$ cat src/hw/rtl/fsg_pkg.sv
`default_nettype none

package fsg_pkg;

    // default width of the order and of every term field
    localparam int ORDER_BITS_DEF = 8;

    // order after reset
    localparam int MAX_ORDER_RST = 8;

endpackage

`default_nettype wire

$ cat src/hw/rtl/fsg_divmul.sv
`default_nettype none

// Restoring divider, one quotient bit per cycle, MSB first.
// The quotient bits also drive a Horner accumulator, so the product
// quotient * mul_c is ready together with the remainder.
module fsg_divmul #(
    parameter int W = fsg_pkg::ORDER_BITS_DEF
) (
    input  wire logic           i_clk,
    input  wire logic           i_rst_n,
    input  wire logic           i_start,
    input  wire logic [W:0]     i_dividend,
    input  wire logic [W-1:0]   i_divisor,
    input  wire logic [W-1:0]   i_mul_c,
    output logic                o_done,
    output logic [W-1:0]        o_rem,
    output logic [2*W:0]        o_prod
);

    localparam int CW = $clog2(W + 2);

    logic          r_busy;
    logic          r_done;
    logic [CW-1:0] r_cnt;
    logic [W-1:0]  r_rem;
    logic [W:0]    r_dvd;
    logic [W-1:0]  r_d;
    logic [W-1:0]  r_c;
    logic [2*W:0]  r_prod;

    logic [W:0]    trial;
    logic [W-1:0]  diff;
    logic          ge;
    logic [W-1:0]  n_rem;
    logic [2*W:0]  n_prod;

    always_comb begin
        trial  = {r_rem, r_dvd[W]};
        // remainder stays below the divisor, so the low bits of the difference suffice
        diff   = trial[W-1:0] - r_d;
        ge     = (trial >= {1'b0, r_d});
        n_rem  = ge ? diff : trial[W-1:0];
        n_prod = {r_prod[2*W-1:0], 1'b0} + (ge ? {{(W+1){1'b0}}, r_c} : {(2*W+1){1'b0}});
    end

    always_ff @(posedge i_clk) begin
        if (!i_rst_n) begin
            r_busy <= 1'b0;
            r_done <= 1'b0;
            r_cnt  <= '0;
        end else begin
            r_done <= 1'b0;
            if (i_start) begin
                r_busy <= 1'b1;
                r_cnt  <= '0;
            end else if (r_busy) begin
                r_cnt <= r_cnt + 1'b1;
                if (r_cnt == CW'(W)) begin
                    r_busy <= 1'b0;
                    r_done <= 1'b1;
                end
            end
        end
    end

    always_ff @(posedge i_clk) begin
        if (i_start) begin
            r_rem  <= '0;
            r_dvd  <= i_dividend;
            r_d    <= i_divisor;
            r_c    <= i_mul_c;
            r_prod <= '0;
        end else if (r_busy) begin
            r_rem  <= n_rem;
            r_dvd  <= {r_dvd[W-1:0], 1'b0};
            r_prod <= n_prod;
        end
    end

    assign o_done = r_done;
    assign o_rem  = r_rem;
    assign o_prod = r_prod;

endmodule

`default_nettype wire

$ cat src/hw/rtl/farey_sequence_generator_top.sv
`default_nettype none

// Farey sequence generator: one term of the sequence of order max_order per request.
// Input channel (i_in_valid / o_in_stall) carries i_restart: 1 starts over at 0/1,
// 0 asks for the next term. Each request gives exactly one result on the output
// channel (o_out_valid / i_out_stall): o_numerator / o_denominator, o_last on 1/1.
// After 1/1 the next request wraps to 0/1. Order 0 acts as order 1.
// Config channel (i_cfg_valid / o_cfg_ready / i_cfg_data) writes max_order; write it
// only while no request is in flight. The new order applies from the next request.
// A request for 0/1 or the first term 1/N goes from ST_IDLE straight to ST_FIN and
// then into the output register; a general term passes ST_DIV first, where the
// bit-serial divider computes floor((N + b) / d). The block takes a new request only
// once the previous one has left ST_FIN.
// One request is in the block at a time; a new request is taken while the previous
// result still waits at the output. If the receiver stalls, the result holds in
// the output register and the next finished term waits until it is taken.
// Reset (synchronous, active low): order 8, sequence state cleared, the first
// request after reset always returns 0/1.
module farey_sequence_generator_top #(
    parameter int ORDER_BITS = fsg_pkg::ORDER_BITS_DEF
) (
    input  wire logic                  i_clk,
    input  wire logic                  i_rst_n,
    input  wire logic                  i_in_valid,
    output logic                       o_in_stall,
    input  wire logic                  i_restart,
    output logic                       o_out_valid,
    input  wire logic                  i_out_stall,
    output logic [ORDER_BITS-1:0]      o_numerator,
    output logic [ORDER_BITS-1:0]      o_denominator,
    output logic                       o_last,
    input  wire logic                  i_cfg_valid,
    output logic                       o_cfg_ready,
    input  wire logic [ORDER_BITS-1:0] i_cfg_data
);

    localparam int W = ORDER_BITS;

    localparam logic [1:0] ST_IDLE = 2'd0;
    localparam logic [1:0] ST_DIV  = 2'd1;
    localparam logic [1:0] ST_FIN  = 2'd2;

    logic [1:0]   r_state;
    logic         r_started;
    logic [W-1:0] r_max_order;
    logic [W-1:0] r_prev_num;
    logic [W-1:0] r_prev_den;
    logic [W-1:0] r_cur_num;
    logic [W-1:0] r_cur_den;
    logic         r_out_valid;
    logic [W-1:0] r_out_num;
    logic [W-1:0] r_out_den;
    logic         r_out_last;

    // pending term and the order latched at accept
    logic         r_go_start;
    logic [W-1:0] r_res_num;
    logic [W-1:0] r_res_den;
    logic [W-1:0] r_n;
    logic [W:0]   r_x;

    logic         in_acc;
    logic         out_free;
    logic         div_start;
    logic [W-1:0] n_ord;
    logic [W:0]   n_x;
    logic         is_start;

    logic         div_done;
    logic [W-1:0] div_rem;
    logic [2*W:0] kc;
    logic [W:0]   kd;
    logic [2*W:0] e;
    logic [W:0]   f;
    logic         bad;
    logic [W-1:0] n_res_num;
    logic [W-1:0] n_res_den;

    assign o_in_stall  = (r_state != ST_IDLE);
    assign o_cfg_ready = 1'b1;
    assign in_acc      = i_in_valid && !o_in_stall;
    assign out_free    = !r_out_valid || !i_out_stall;

    always_comb begin
        n_ord     = (r_max_order == '0) ? W'(1) : r_max_order;
        n_x       = {1'b0, n_ord} + {1'b0, r_prev_den};
        is_start  = i_restart || !r_started || (r_cur_den == '0) || (r_cur_num >= r_cur_den);
        div_start = in_acc && !is_start && (r_cur_num != '0);
    end

    fsg_divmul #(
        .W (W)
    ) u_divmul (
        .i_clk      (i_clk),
        .i_rst_n    (i_rst_n),
        .i_start    (div_start),
        .i_dividend (n_x),
        .i_divisor  (r_cur_den),
        .i_mul_c    (r_cur_num),
        .o_done     (div_done),
        .o_rem      (div_rem),
        .o_prod     (kc)
    );

    // next = (k*c - a) / (k*d - b); falls back to 1/1 when that is no valid term
    always_comb begin
        kd  = r_x - {1'b0, div_rem};
        e   = kc - {{(W+1){1'b0}}, r_prev_num};
        f   = kd - {1'b0, r_prev_den};
        bad = (kd <= {1'b0, r_prev_den})
           || (kc < {{(W+1){1'b0}}, r_prev_num})
           || (e >= {{W{1'b0}}, f})
           || (f > {1'b0, r_n});
        n_res_num = bad ? W'(1) : e[W-1:0];
        n_res_den = bad ? W'(1) : f[W-1:0];
    end

    always_ff @(posedge i_clk) begin
        if (!i_rst_n) begin
            r_state     <= ST_IDLE;
            r_started   <= 1'b0;
            r_max_order <= W'(fsg_pkg::MAX_ORDER_RST);
            r_prev_num  <= '0;
            r_prev_den  <= W'(1);
            r_cur_num   <= '0;
            r_cur_den   <= W'(1);
            r_out_valid <= 1'b0;
        end else begin
            if (i_cfg_valid && o_cfg_ready) begin
                r_max_order <= i_cfg_data;
            end
            if ((r_state == ST_FIN) && out_free) begin
                r_out_valid <= 1'b1;
            end else if (r_out_valid && !i_out_stall) begin
                r_out_valid <= 1'b0;
            end
            case (r_state)
                ST_IDLE: begin
                    if (in_acc) begin
                        r_state <= div_start ? ST_DIV : ST_FIN;
                    end
                end
                ST_DIV: begin
                    if (div_done) begin
                        r_state <= ST_FIN;
                    end
                end
                ST_FIN: begin
                    if (out_free) begin
                        r_state     <= ST_IDLE;
                        if (r_go_start) begin
                            r_started  <= 1'b1;
                            r_prev_num <= '0;
                            r_prev_den <= W'(1);
                        end else begin
                            r_prev_num <= r_cur_num;
                            r_prev_den <= r_cur_den;
                        end
                        r_cur_num <= r_res_num;
                        r_cur_den <= r_res_den;
                    end
                end
                default: begin
                    r_state <= ST_IDLE;
                end
            endcase
        end
    end

    always_ff @(posedge i_clk) begin
        if (in_acc) begin
            r_go_start <= is_start;
            r_n        <= n_ord;
            r_x        <= n_x;
            if (is_start) begin
                r_res_num <= '0;
                r_res_den <= W'(1);
            end else begin
                r_res_num <= W'(1);
                r_res_den <= n_ord;
            end
        end else if ((r_state == ST_DIV) && div_done) begin
            r_res_num <= n_res_num;
            r_res_den <= n_res_den;
        end
        if ((r_state == ST_FIN) && out_free) begin
            r_out_num  <= r_res_num;
            r_out_den  <= r_res_den;
            r_out_last <= (r_res_num == W'(1)) && (r_res_den == W'(1));
        end
    end

    assign o_out_valid   = r_out_valid;
    assign o_numerator   = r_out_num;
    assign o_denominator = r_out_den;
    assign o_last        = r_out_last;

endmodule

`default_nettype wire

$ cat config.mk
export PLATFORM = sky130hd
export DESIGN_NAME = farey_sequence_generator_top
export DESIGN_NICKNAME = d
export VERILOG_FILES = /design/src/hw/rtl/fsg_pkg.sv /design/src/hw/rtl/fsg_divmul.sv /design/src/hw/rtl/farey_sequence_generator_top.sv
export SDC_FILE = /design/constraint.sdc
export NUM_CORES = 1
export LEC_CHECK = 0
export ABC_AREA = 1
export BUFFER_PORTS_ARGS = -buffer_cell sky130_fd_sc_hd__buf_2
export CAP_MARGIN = 30
export CORE_UTILIZATION = 23
export DETAILED_ROUTE_END_ITERATION = 12
export HOLD_SLACK_MARGIN = 0.15
export PLACE_DENSITY_LB_ADDON = 0.15
export REMOVE_ABC_BUFFERS = 1
export SETUP_SLACK_MARGIN = 0.15
export SLEW_MARGIN = 20
export SYNTH_ARGS = -nofsm -noshare
export SYNTH_HDL_FRONTEND = slang
export SYNTH_SLANG_ARGS = --single-unit
$ cat constraint.sdc
create_clock -name i_clk -period 7.18 [get_ports i_clk]
set_clock_uncertainty 0.15 [all_clocks]
set_input_delay 0.359 -clock i_clk [delete_from_list [all_inputs] [get_ports i_clk]]
set_output_delay 0.359 -clock i_clk [all_outputs]
set_load 0.05 [all_outputs]
* After elaboration in Yosys (flattened, before gate mapping) *
Index checks and enable logic that the tools add are counted.
Widths: inputs -> output; s select.

cells by class
  bitwise operators = 2
  muxes and demuxes = 26
  reduce and logical (&&, ||, !) cells = 32
  $add $sub $neg = 7
  magnitude comparators = 6
  eq/ne operators = 8

operator list
  kind                number
  $mux 8              12
  $mux 9              2
  $sub 9x8->9         2
  $add 17x17->17      1
  $ge 17x9->1         1
  $lt 17x8->1         1
  $sub 17x8->17       1
  $eq 8x1->1 const B  2
  $logic_not 8->1     2
  $add 8x8->9         1
  $ge 9x8->1          1
  $gt 9x8->1          1
  $le 9x8->1          1
  $ge 8x8->1          1
  $mux 2              4
  $reduce_bool 2->1   4
  $reduce_bool 8->1   1
  $sub 8x8->8         1
  $logic_and 1x1->1   7
  $logic_or 1x1->1    7
  $mux 1              7
  $pmux 2 s3          1
  $reduce_and 3->1    2
  $logic_not 1->1     5
  11 further kinds    13

word-level totals
  word-level logic and storage cells = 105
  output and inout port bits = 20
  input bits = 14
  flip-flop bits (word level) = 151

* Depth between registers and ports, before layout *
Gate-level depths: netlist of run 1.

  word-level depth = 10
  gate-level depth with buffers = 26
  gate-level depth less buffers = 25

* Modules after synthesis *
Synthesis of run 1 repeated with hierarchy kept, for this count alone.

unflattened totals
  cell total of the unflattened synthesis = 1186
  area total of the unflattened synthesis = 9252.6 um^2

by module, submodules not included
  module                        sequential area each (um^2)  cells an instance  instances  area each (um^2)
  farey_sequence_generator_top  2412.3                       785                1          6118.4
  fsg_divmul                    1371.3                       401                1          3134.3

* Worst setup path after synthesis of run 1 *
Ideal clock, no wire load.

  path kind = reg2reg
  from = register u_divmul.r_rem[1] (netlist: u_divmul.o_rem[1])
  to = register u_divmul.r_prod[9] (netlist: u_divmul.o_prod[9])
  setup slack = 3.432 ns
  clock period less this slack = 3.748 ns
  cell stages (with the launch flop) = 22
  path buffers = 0
  library setup time = 0.111 ns
  data required time = 6.919 ns
  arrival = 3.488 ns
  path through = dfxtp_1 -> ha_1 -> inv_1 -> o31ai_1 -> nand2_1 -> o211ai_1 -> nand2_1 -> nand2_1 -> inv_1 -> nor2_1 -> ha_1 -> inv_1 -> fa_1 -> o21ai_0 -> a21oi_1 -> o21ai_0 -> nand2_1 -> a21oi_1 -> xor2_1 -> nand2_1 -> nand3_1 -> inv_1

between the ends
  longest elaborated chain between the ends = 3

ends and longest elaborated chain
  what                      line              RTL
  start: declaration        fsg_divmul.sv:25  logic [W-1:0] r_rem;
  start signal: assignment  fsg_divmul.sv:74  r_rem <= n_rem;
  $ge 9x8->1                fsg_divmul.sv:41  ge = (trial >= {1'b0, r_d});
  $mux 8                    fsg_divmul.sv:43  n_prod = {r_prod[2*W-1:0], 1'b0} + (ge ? {{(W+1){1'b0}}, r_c} : {(2*W+1){1'b0}});
  $add 17x17->17            fsg_divmul.sv:43
  end signal: assignment    fsg_divmul.sv:76  r_prod <= n_prod;
  end: declaration          fsg_divmul.sv:29  logic [2*W:0] r_prod;

No other way between the ends.
A chain may end at the register's enable or synchronous reset.

* Final worst setup path of run 1 *
  from = register u_divmul.r_rem[1] (netlist: u_divmul.o_rem[1])
  to = register u_divmul.r_prod[11] (netlist: u_divmul.o_prod[11])

Same word-level chain as after synthesis.

==> flow_results.org, run 1 <==
** Drt
- WL final :: between 20000 and 30000 um
- Number of nets with antenna violations after detailed routing :: 0
- The first routing iteration left 373 violations.
- For this run, design rule violations remaining after detail routing come to 0.
- Routed length on met2 :: 11900 um
- Dividing the detail-routed wire length by the instance count gives approximately 15 um.
- Dividing the detail-routed via count by the number of cells gives roughly 4.3.
- The routed layout has 7142 vias.
- Highest routed metal layer :: met4
- For this block, wires on met1 add up to 12800 um.
- Wire segments on met3 add up to 596 um in the final route.
- Number of search-and-repair iterations in the first detailed-routing pass :: 5

** Cells and area
- The post-route netlist has 8.86% of its cells at a drive strength greater than 1.
- After the last flow step, the layout net total stands at 1228.
- The register with the most flip-flops in the layout has 17 of them.
- Fillers :: 4099
- P&R area growth vs syn :: 17.3%
- Once layout is complete, the cells apart from fillers number 1662.
- Antenna Diode Count :: 0

** CTS
- CTS built an H-tree with a depth of 4.
- The root buffer cell chosen for the clock tree is sky130_fd_sc_hd__clkbuf_16.
- After clock tree synthesis, the repair step resized 0 gates.
- Clk_lat worst skew :: 0.43 ns
- TritonCTS clock tree :: done
- No sink is reached through more buffers than the 2 on the longest clock path.
- For this design, the sink count on the clock tree is around 150.
- The number of clock buffers added by TritonCTS is 17.
- Clock-pin slew was measured on the worst setup and hold paths at 0.07 ns.

** Status
- Status :: complete, no violations

** Timing
- RSZ-0062 raised after global routing :: false
- Dividing the final minimum period by the clock period gives 66.2%.
- Hold is met by 0.220 ns.
- Final number of hold-violating endpoints :: 0
- The number of pins exceeding their max-slew limit in the final report came to 0.
- Clock period minus worst slack :: ~4.8 ns
- Setup tns final :: 0 ns
- Max-Slew Margin vs Limit :: between 30% and 40%
- Top achievable clock speed :: 210 MHz
- For the pin with the worst max-slew slack, the measured transition is ~0.94 ns.
- Setup violators final :: 0

** Placement
- Port Buffer Count :: 32
- Final GP Congestion :: between 0.8 and 0.9
- Placed instance count :: 1612
- HPWL after DPL :: 19500 um

** GRT
- Initial antenna violation count :: 0
- The first global-routing pass estimated about 40000 um of wire.
- Global routing used 13.8% of the available tracks across all layers.
- Entering global routing, the biggest net connects 58 pins.
- Summed over all layers, the global routing overflow is 0.
- Via count of the first global-routing pass :: approximately 7000

** Critical path
- Along the worst path, the maximum fanout reaches 15.
- The worst register-to-register path ends at u_divmul.o_prod[11]$_SDFFE_PP0P_.
- STA puts the critical path data arrival time at 4.93 ns.
- WP data required :: 7.36 ns
- Combined buffer and inverter count along the critical path :: 5
- Cells on worst reg2reg path :: 22
- The worst setup path is of the reg -> reg kind.
- The setup check on the worst reg-to-reg path leaves a slack of 2.43 ns.
- CP max stage delay :: 0.42 ns
- Startpoint kind of the worst setup timing path :: register
- In this run the critical register-to-register path is launched from u_divmul.o_rem[1]$_SDFFE_PP0P_.
- Slowest-stage cell, CP :: sky130_fd_sc_hd__o21ai_0
- CP delay by family, top :: compound AO/OA/AOI/OAI gates
- CP cell instances :: ha_1, inv_1, o31ai_1, nand2_1, o211ai_1, nand2_1, nand2_1, inv_1, nor2_1, ha_1, inv_1, fa_1, o21ai_0, a21oi_1, o21ai_0, nand2_1, a21oi_1, nand2_1, inv_1, o21ai_0, nand3_1, inv_1
- STA classifies the critical path endpoint as a register.

** Yosys
- The largest total area in the synthesized netlist belongs to sky130_fd_sc_hd__edfxtp_1.
- In the post-synthesis netlist, the cell with the most instances is sky130_fd_sc_hd__nand2_1.
- Post-synthesis instance area :: 8860 um^2
- Counting flops with a built-in enable in the synthesized netlist gives 76.
- After synthesis, the netlist uses 48 different library cells.
- Counting flops and latches in the post-synthesis netlist gives 151.
- By count the netlist is led by 233 x sky130_fd_sc_hd__nand2_1, 178 x sky130_fd_sc_hd__inv_1, 91 x sky130_fd_sc_hd__nor2_1.
- Sequential cell area fraction in the yosys report :: 42.7%
- Counting flops with an async set or reset pin after synthesis yields a share of 0%.
- For this run, the leading register cell type out of synthesis is sky130_fd_sc_hd__edfxtp_1.
- Sorting the synthesized cells by area gives the leading types as sky130_fd_sc_hd__edfxtp_1 26%, sky130_fd_sc_hd__dfxtp_1 17%, sky130_fd_sc_hd__ha_1 9.9%.
- A synthesized cell averages 8.04 um^2.
- Count of yosys warnings during synthesis :: 0
- After technology mapping, the gate count stands at 1101.
- Proportion of netlist area held by the largest area contributor :: 25.8%

** Pwr
- Summed over all cells, the static leakage comes to 4.67 nW.
- VDD sags by at most 0.182 mV.
- For this design the ratio of total power to cell area is 481 nW/um^2.

** Hold path
- The path class of the tightest hold or removal check is in -> reg.
- Endpoint of the worst hold-timing path :: r_max_order[1]$_SDFFE_PN0P_
- Worst hold path depth :: 3
- The startpoint identified for the worst hold timing path is i_cfg_valid.

** Job
- The tool flagged a number of max-cap violations equal to 0.

** Floorplan
- From bottom edge to top edge, the die measures 198 um.
- The floorplan step set the die width to around 200 um.
- Initial Util :: 23.5%
- Pin placement for this block handled 34 I/O pins.
- Rows :: 71
- The die covers 39300 um^2.
- The total area inside the core boundary comes to 37800 um^2.
## through the flow
stage / setup WS (ns) / power [mW] / util (%) / instance area (um^2)
3_3_place_gp: 2.54 / 4.01 / 25.2 / 9520
2_1_floorplan: 3.23 / 3.20 / - / 8710
4_1_cts: 2.43 / 5.03 / 27.4 / 10300
6_report: 2.43 / 5.00 / 27.5 / 10400
5_1_grt: 1.85 / 5.47 / 27.5 / 10400
3_5_place_dp: 2.43 / 4.00 / 25.3 / 9550
## layer usage
metal	up-vias	global-route usage (%)
met4	0	4.19
met3	21	2.16
met1	3354	18.7
met2	89	22.6
li1	3678	-
met5	-	0
## worst min-delay path, stage by stage
cell and delay [ns]:
sky130_fd_sc_hd__buf_2 0.14, sky130_fd_sc_hd__clkinv_1 0.16, sky130_fd_sc_hd__a21oi_1 0.08
## timing repair
item,4_1_cts,5_1_grt
hold buffers,16,0
setup buffers,0,0
endpoints found under the hold margin,10,0
## where the power goes
| group | switching (mW) | internal, mW | leakage [nW] | total, mW |
|---|---|---|---|---|
| Clock | 0.384 | 0.614 | 0.305 | 0.999 |
| Combinational | 1.83 | 0.996 | 3.03 | 2.83 |
| Sequential | 0.144 | 1.03 | 1.33 | 1.17 |
## worst max-delay path by stage
stage / start / end / slack [ns] / cells after the start
floorplan: u_divmul.o_rem[1]$_SDFFE_PP0P_ / u_divmul.o_prod[9]$_SDFFE_PP0P_ / 3.23 / 21
detailed placement: u_divmul.o_rem[1]$_SDFFE_PP0P_ / u_divmul.o_prod[11]$_SDFFE_PP0P_ / 2.43 / 22
finish: u_divmul.o_rem[1]$_SDFFE_PP0P_ / u_divmul.o_prod[11]$_SDFFE_PP0P_ / 2.43 / 22
global route: u_divmul.o_rem[1]$_SDFFE_PP0P_ / u_divmul.o_prod[11]$_SDFFE_PP0P_ / 1.85 / 22
CTS: u_divmul.o_rem[1]$_SDFFE_PP0P_ / u_divmul.o_prod[11]$_SDFFE_PP0P_ / 2.43 / 22
global placement: u_divmul.o_rem[1]$_SDFFE_PP0P_ / u_divmul.o_prod[9]$_SDFFE_PP0P_ / 2.54 / 21
## layout by cell type, fill, tap and decap left out, types with 3 or more instances in the layout
master / Yosys / routed
sky130_fd_sc_hd__dlygate4sd3_1: 0 / 16
sky130_fd_sc_hd__edfxtp_1: 76 / 76
sky130_fd_sc_hd__inv_1: 178 / 178
sky130_fd_sc_hd__bufinv_16: 0 / 5
sky130_fd_sc_hd__nor2_1: 91 / 91
sky130_fd_sc_hd__o21ai_0: 59 / 59
sky130_fd_sc_hd__fa_1: 6 / 6
sky130_fd_sc_hd__o211ai_1: 8 / 8
sky130_fd_sc_hd__xor2_1: 26 / 26
sky130_fd_sc_hd__inv_2: 4 / 4
sky130_fd_sc_hd__ha_1: 70 / 70
sky130_fd_sc_hd__o21bai_1: 3 / 3
sky130_fd_sc_hd__buf_2: 3 / 32
sky130_fd_sc_hd__nor4_1: 8 / 8
sky130_fd_sc_hd__nand4_1: 17 / 17
sky130_fd_sc_hd__a21oi_1: 84 / 84
sky130_fd_sc_hd__a211oi_1: 14 / 14
sky130_fd_sc_hd__xnor2_1: 10 / 10
sky130_fd_sc_hd__nor3_1: 9 / 9
sky130_fd_sc_hd__clkinv_1: 1 / 3
sky130_fd_sc_hd__nand2_2: 6 / 7
sky130_fd_sc_hd__nand2_1: 233 / 232
sky130_fd_sc_hd__or2_2: 3 / 3
sky130_fd_sc_hd__nor2_2: 7 / 7
sky130_fd_sc_hd__nand3_1: 47 / 47
sky130_fd_sc_hd__dfxtp_1: 75 / 75
sky130_fd_sc_hd__clkinv_2: 0 / 3
sky130_fd_sc_hd__clkbuf_16: 0 / 17
sky130_fd_sc_hd__a21oi_2: 4 / 4
## area by class of cell
type	count	area, um^2	share of cell area (%)
Tap cell	511	639	6.15
Multi-Input combinational cell	732	4240	40.8
Clock inverter	14	205	1.98
Clock buffer	18	429	4.13
Sequential cell	151	3780	36.4
Inverter	183	687	6.61
Timing Repair Buffer	53	405	3.90
## cells by family after synthesis
logic type / after synthesis / synth area share, %
AO/OA/AOI/OAI: 184 / 11.7
adder cells (fa/ha/maj): 76 / 11.2
XOR/XNOR: 38 / 3.93
AND/OR/NAND/NOR: 433 / 20.9
other: 1 / 0.0423
buffers and inverters: 218 / 9.45
flip-flops: 151 / 42.7
Note: power is estimated with default switching activity, not from simulation.
==> run 2: changes to the inputs <==
- clock period: 7.18 -> 4.97 ns (I/O delays scaled with it)
==> run 2 against run 1 <==
  * Final cell count up 0.78%
  * Clock-buffer cell count fell by 1
  * Die area did not move
  * Hold slack worse by 0.0073 ns
==> flow_results.org, run 2 (synthesized netlist as in run 1, its figures left out) <==
** Status
- Status :: complete, no violations

** Critical path
- Data on the critical path is required at its endpoint by slightly above 5 ns.
- The worst setup path is launched from a register.
- Category of the most critical setup path :: reg -> reg
- Crit end category :: register
- The largest single stage delay on the critical path is between 0.4 and 0.5 ns.
- The most numerous cell type found on the critical path is sky130_fd_sc_hd__nand2_1.
- Flop2flop setup slack :: 0.76 ns
- Data arrives at the worst endpoint at around 4.4 ns.
- Counting cells, the worst reg-to-reg path comes to 22.
- In this run the critical register-to-register path is captured at u_divmul.o_prod[9]$_SDFFE_PP0P_.
- In this run the critical register-to-register path is launched from u_divmul.o_rem[1]$_SDFFE_PP0P_.
- Slowest-stage cell, CP :: sky130_fd_sc_hd__o31ai_1
- Crit Path Max Fanout :: 8
- Traced cell by cell, the critical path runs through ha_1, inv_1, o31ai_1, nand2_1, o211ai_1, nand2_1, nand2_1, inv_1, nor2_1, ha_1, inv_1, fa_1, o21ai_0, buf_4, a21oi_1, o21ai_0, nand2_1, a21oi_1, xor2_1, nand2_1, nand3_1, inv_1.

** Floorplan
- Row generation in the floorplan step produced 71 rows.
- The core region is 37800 um^2.
- Vert. Die Dim :: 198 um
- In this run the horizontal extent of the chip is 198 um.
- Number of I/O pins :: 34
- Floorplan die area :: 39300 um^2
- The initial utilization of the core area, before any placement, comes to between 20% and 30%.

** GRT
- Total GRT Usage :: between 10% and 20%
- Via count of the first global-routing pass :: 7063
- Largest net degree at the start of global routing :: 57
- Summed over all layers, the global routing overflow is 0.
- First-pass GRT wire length :: ~40000 um
- Initial antenna violation count :: 1

** CTS
- Clock-pin slew on the worst setup and hold paths :: roughly 0.08 ns
- Clk_lat worst skew :: 0.45 ns
- Total number of clock tree sinks :: 151
- In this run the deepest clock path goes through 2 buffers.
- TritonCTS built the clock tree.
- Clock tree synthesis inserted a total of 17 buffers.
- Clock tree synthesis selected as its root buffer the cell sky130_fd_sc_hd__clkbuf_16.
- The clock tree synthesis step divided the H-tree into 4 levels.

** Drt
- Routed wire per std cell :: 15.4 um
- Dividing the detail-routed via count by the number of cells gives 4.28.
- Number of nets with antenna violations after detailed routing :: 0
- Before antenna repair, the detailed router went through 5 iterations.
- Count of vias placed by the detailed router :: 7164
- For this run, design rule violations remaining after detail routing come to 0.
- Count of routing violations after the opening detailed-route iteration :: slightly above 400
- WL final :: between 20000 and 30000 um

** Cells and area
- Cell area after layout :: 10400 um^2
- Commonest cells after routing, fill and taps aside :: 232 x sky130_fd_sc_hd__nand2_1, 178 x sky130_fd_sc_hd__inv_1, 91 x sky130_fd_sc_hd__nor2_1
- 0 antenna diodes ended up in the layout.
- Fraction of layout cells with a size suffix above 1 :: 9.28%
- Compared with the post-synthesis result, the final layout area differs by 17.8%.
- The register with the most flip-flops in the layout has 17 of them.
- The library cell used most frequently in the layout, excluding fill and tap cells, is sky130_fd_sc_hd__nand2_1.
- At the end of the flow, the number of nets in the layout was 1241.

** Placement
- The HPWL after detailed placement is 19500 um.
- Final GP Congestion :: 0.826
- Prior to clock tree synthesis, the placed netlist has a worst setup slack of between 0.4 and 0.5 ns.
- Port Buffer Count :: 32
- Cell Area, Placed :: between 9000 and 10000 um^2

** Hold path
- Class of the tightest hold or removal check :: in -> reg
- Endpoint of the worst hold-timing path :: r_cur_den[0]$_SDFFE_PN1P_
- Worst hold path depth :: 2
- The startpoint identified for the worst hold timing path is i_rst_n.

** Timing
- Setup total negative slack on the finished layout was measured at 0 ns.
- Top achievable clock speed :: 237 MHz
- Final Cycle Share :: 84.8%
- Post-route worst setup slack :: about 0.76 ns
- Worst Hold Slack :: around 0.21 ns
- Headroom to the max-slew limit came out at 50.3%.
- Setup repair after global routing left no endpoint under its margin.
- The number of pins exceeding their max-slew limit in the final report is 0.
- The worst path in the final design needs a cycle of ~4.2 ns, including I/O delays and setup.
- Final number of hold-violating endpoints :: 0
- Setup violations remaining at the end of the flow were counted as 0.
- Actual transition at the worst max-transition pin :: 0.744 ns

** Pwr
- In this run the static leakage power is 4.70 nW.
- Overall power :: 6.99 mW
- In this run the power density over the cells is around 670 nW/um^2.
- IR analysis of the VDD net gives a maximum drop of between 0.2 and 0.3 mV.

** Job
- Across the run, the number of max-cap violations was 0.
[run 2: power by group]
group	leakage, nW	total, mW	switching (mW)	internal, mW
combinational	3.09	3.98	2.54	1.44
sequential	1.33	1.69	0.206	1.48
clock	0.283	1.33	0.615	0.711
total	4.70	6.99	3.36	3.63
[run 2: what timing repair did]
| item | CTS | global route |
|---|---|---|
| setup endpoints to repair | 0 | 15 |
| hold endpoints to repair | 11 | 0 |
| buffers inserted | 0 | 0 |
| hold buffers | 25 | 0 |
| gates resized for setup | 0 | 2 |
[run 2: layout make-up]
type                    instances  area [um^2]
inverters                     183          687
well taps                     511          639
multi-input cells             732         4250
clock buffers                  17          425
clock inverters                15          154
flip-flops and latches        151         3780
fillers                      4079        27300
repair buffers                 66          498
[run 2: through the flow]
stage,util [%],std cells
final,27.6,1675
after global routing,27.6,1675
after CTS,27.6,1675
after detailed placement,25.4,1618
after global placement,25.3,1617
after floorplan,-,1066
[run 2: routing by layer]
layer / GRT usage (%) / part of all wire (%) / vias up
li1: - / - / 3711
met5: 0 / 0 / -
met2: 22.0 / 45 / 78
met3: 2.55 / 2.8 / 23
met4: 4.57 / 1.7 / 0
met1: 19.4 / 51 / 3352
[run 2: worst max-delay path: cells and delay by family (launching register included)]
kind,cells,cell delay (ns)
buffers and inverters,5,0.52
flip-flops,1,0.38
XOR/XNOR,1,0.16
AO/OA/AOI/OAI,6,1.21
AND/OR/NAND/NOR,7,0.71
adder cells (fa/ha/maj),3,0.96
[run 2: worst max-delay path by stage]
stage | from | endpoint | depth (start not counted) | slack [ns]
2_1_floorplan | u_divmul.o_rem[1]$_SDFFE_PP0P_ | u_divmul.o_prod[9]$_SDFFE_PP0P_ | 21 | 1.02
3_3_place_gp | u_divmul.o_rem[1]$_SDFFE_PP0P_ | r_res_num[0]$_DFFE_PP_ | 23 | 0.51
3_5_place_dp | u_divmul.o_rem[1]$_SDFFE_PP0P_ | r_res_den[0]$_DFFE_PP_ | 23 | 0.50
4_1_cts | u_divmul.o_rem[1]$_SDFFE_PP0P_ | r_res_num[0]$_DFFE_PP_ | 23 | 0.49
5_1_grt | u_divmul.o_rem[1]$_SDFFE_PP0P_ | u_divmul.o_prod[11]$_SDFFE_PP0P_ | 22 | 0.18
6_report | u_divmul.o_rem[1]$_SDFFE_PP0P_ | u_divmul.o_prod[9]$_SDFFE_PP0P_ | 22 | 0.76
==> run 3: changes to the inputs <==
- clock period: 4.97 -> 4.3 ns (I/O delays scaled with it)
==> run 3 against run 2 <==
  * Maximum frequency up 8.1%
  * First-iteration DRC count down 7.4%
  * Wire length up 0.10%
  * Clock-buffer cell count up 2
  * Via count down 0.28%
  * Largest power group unchanged
==> flow_results.org, run 3 (synthesized netlist as in run 1, its figures left out) <==
** Timing
- Final Cycle Share :: 90.7%
- The number of pins exceeding their max-slew limit in the final report is 0.
- RSZ-0062 raised after global routing :: true
- For the final routed database, the setup TNS stands at 0 ns.
- Final number of hold-violating endpoints :: 0
- Top achievable clock speed :: 256 MHz
- Setup violators final :: 0
- Actual transition at the worst max-transition pin :: around 0.93 ns
- Worst Hold Slack :: around 0.21 ns
- For the finished layout, the period the worst path requires is 3.90 ns.
- Headroom to the max-slew limit came out at around 38%.

** Cells and area
- The register with the most flip-flops in the layout has 17 of them.
- From synthesis to final layout, the design area changed by 19.4%.
- After filler insertion, the fill cell instance count of the layout stands at 4158.
- The repair_antennas step left the layout with diodes totalling 0.
- Registers take 3790 um^2.
- Final nets :: 1253
- Utilization after layout :: 28.0%
- Commonest cells after routing, fill and taps aside :: 229 x sky130_fd_sc_hd__nand2_1, 178 x sky130_fd_sc_hd__inv_1, 90 x sky130_fd_sc_hd__nor2_1
- The finished cells cover 10600 um^2.
- Non-filler instance count after layout :: 1687
- In the final layout, the share of cells above drive strength 1 is 11.7%.
- The library cell used most frequently in the layout, excluding fill and tap cells, is sky130_fd_sc_hd__nand2_1.
- In the final layout, the multi-input gates occupy 4330 um^2.

** Critical path
- STA classifies the critical path startpoint as a register.
- Category of the most critical setup path :: reg -> reg
- STA puts the critical path data required time at around 4.4 ns.
- Of all nets on the critical path, the largest fanout is 16.
- At the worst endpoint, the arrival time is 3.95 ns.
- STA classifies the critical path endpoint as a register.

** Placement
- The congestion estimate from routability-driven global placement came to a little over 0.8.
- In this run the tool buffered the top-level ports with 32 buffer cells.
- Placed instance count :: 1626
- Cell Area, Placed :: 9650 um^2
- HPWL after DPL :: just under 20000 um

** Pwr
- VDD IR max :: between 0.3 and 0.4 mV
- For this design the static power due to leakage is approximately 4.7 nW.
- P per Cell Area :: roughly 800 nW/um^2

** CTS
- H-tree levels :: 4
- TritonCTS clock tree :: done
- Clock-pin slew on the worst setup and hold paths :: about 0.07 ns
- Root buf cell :: sky130_fd_sc_hd__clkbuf_16
- Clock tree synthesis found a total of around 150 sinks.
- The clock passes through at most 2 buffers.
- Clk_lat worst skew :: 0.44 ns
- Cts bufs inserted :: 17

** GRT
- Met2 usage in global routing :: roughly 23%
- The first global-routing pass estimated 41500 um of wire.
- Entering global routing, the biggest net connects 56 pins.
- Initial antenna violation count :: 0
- Via count of the first global-routing pass :: between 7000 and 8000
- Summed over all layers, the global routing overflow is 0.
- Global routing used 14.1% of the available tracks.
- For this run, global-route usage on met1 was measured as 19.1%.
- For this run, global-route usage on met3 was measured as 2.40%.
- After global routing, the most crowded layer is met2.

** Drt
- Number of nets with antenna violations after detailed routing :: 0
- The first detailed-routing pass took 5 iterations.
- Count of vias placed by the detailed router :: just over 7000
- The detailed router finished its first iteration with 374 violations.
- Via density :: ~4.2
- After detailed routing, the average wire length per cell comes to 15.3 um.
- After detailed routing, the number of remaining DRC violations is 0.
- For this block, the routed nets add up to 25900 um of wire.

** Floorplan
- Vert. Die Dim :: 198 um
- Floorplan die area :: 39300 um^2
- The die is 198 um wide.
- Initial Util :: between 20% and 30%
- In this run the core area contains 71 standard-cell rows.
- The core region is roughly 38000 um^2.
- For this design the top-level I/O count stands at 34.

** Hold path
- In this run the worst hold path is classified as in -> reg.

** Job
- Maximum Capacitance Violations :: 0

** Status
- The run finished with clean final reports.
==> run 3: power breakdown <==
group / switching (mW) / internal [mW] / total [mW]
clock: 0.668 / 0.802 / 1.47
combinational: 3.06 / 1.96 / 5.02
sequential: 0.232 / 1.72 / 1.95
==> run 3: area by class of cell <==
type | instances | share of cell area (%)
multi-input combinational | 732 | 40.9
clock buffer | 19 | 4.09
timing repair buffer | 78 | 5.49
clock inverter | 13 | 1.15
tap | 511 | 6.04
inverter | 183 | 6.49
sequential | 151 | 35.8
==> run 3: final timing paths <==
path	from	end	slack, ns	cells past startpoint
setup / recovery	u_divmul.o_rem[0]$_SDFFE_PP0P_	r_res_num[0]$_DFFE_PP_	0.40	21
hold / removal	i_rst_n	r_cur_den[0]$_SDFFE_PN1P_	0.21	2
setup reg to reg	u_divmul.o_rem[0]$_SDFFE_PP0P_	r_res_num[0]$_DFFE_PP_	0.40	21
hold reg to reg	r_started$_SDFFE_PN0P_	r_started$_SDFFE_PN0P_	0.31	2
==> run 3: what timing repair did <==
item | CTS | global route
hold buffers | 25 | 0
pin swaps | 0 | 3
setup endpoints to repair | 9 | 18
endpoints found under the hold margin | 13 | 0
buffers inserted | 0 | 4
resized for setup | 2 | 22
==> run 3: critical path, cell delays in order, from the launching register on <==
cell and delay [ns]:
sky130_fd_sc_hd__dfxtp_1 0.36, sky130_fd_sc_hd__ha_1 0.25, sky130_fd_sc_hd__fa_1 0.41, sky130_fd_sc_hd__nand3b_1 0.17
sky130_fd_sc_hd__nand2_1 0.13, sky130_fd_sc_hd__a31oi_1 0.11, sky130_fd_sc_hd__xnor2_1 0.18, sky130_fd_sc_hd__ha_2 0.32
sky130_fd_sc_hd__inv_1 0.11, sky130_fd_sc_hd__o21bai_1 0.08, sky130_fd_sc_hd__nor2_1 0.12, sky130_fd_sc_hd__nand2_2 0.09
sky130_fd_sc_hd__xor2_2 0.16, sky130_fd_sc_hd__ha_1 0.29, sky130_fd_sc_hd__nand2_1 0.05, sky130_fd_sc_hd__inv_1 0.07
sky130_fd_sc_hd__nand3_1 0.08, sky130_fd_sc_hd__o21ai_1 0.16, sky130_fd_sc_hd__nand3_2 0.11, sky130_fd_sc_hd__buf_12 0.16
sky130_fd_sc_hd__nor2_2 0.07, sky130_fd_sc_hd__nor2_1 0.04
==> run 3: stage by stage <==
step	power, mW	worst slack [ns]
2_1_floorplan	5.35	0.351
5_1_grt	9.33	0.137
6_report	8.44	0.401
4_1_cts	8.27	0.182
3_5_place_dp	6.74	0.0652
3_3_place_gp	6.76	0.0507
==> run 3: per-layer routing <==
layer | wire (um) | vias up
met5 | 0 | -
met4 | 439 | 0
met3 | 778 | 24
met2 | 11900 | 91
met1 | 12800 | 3307
li1 | - | 3722
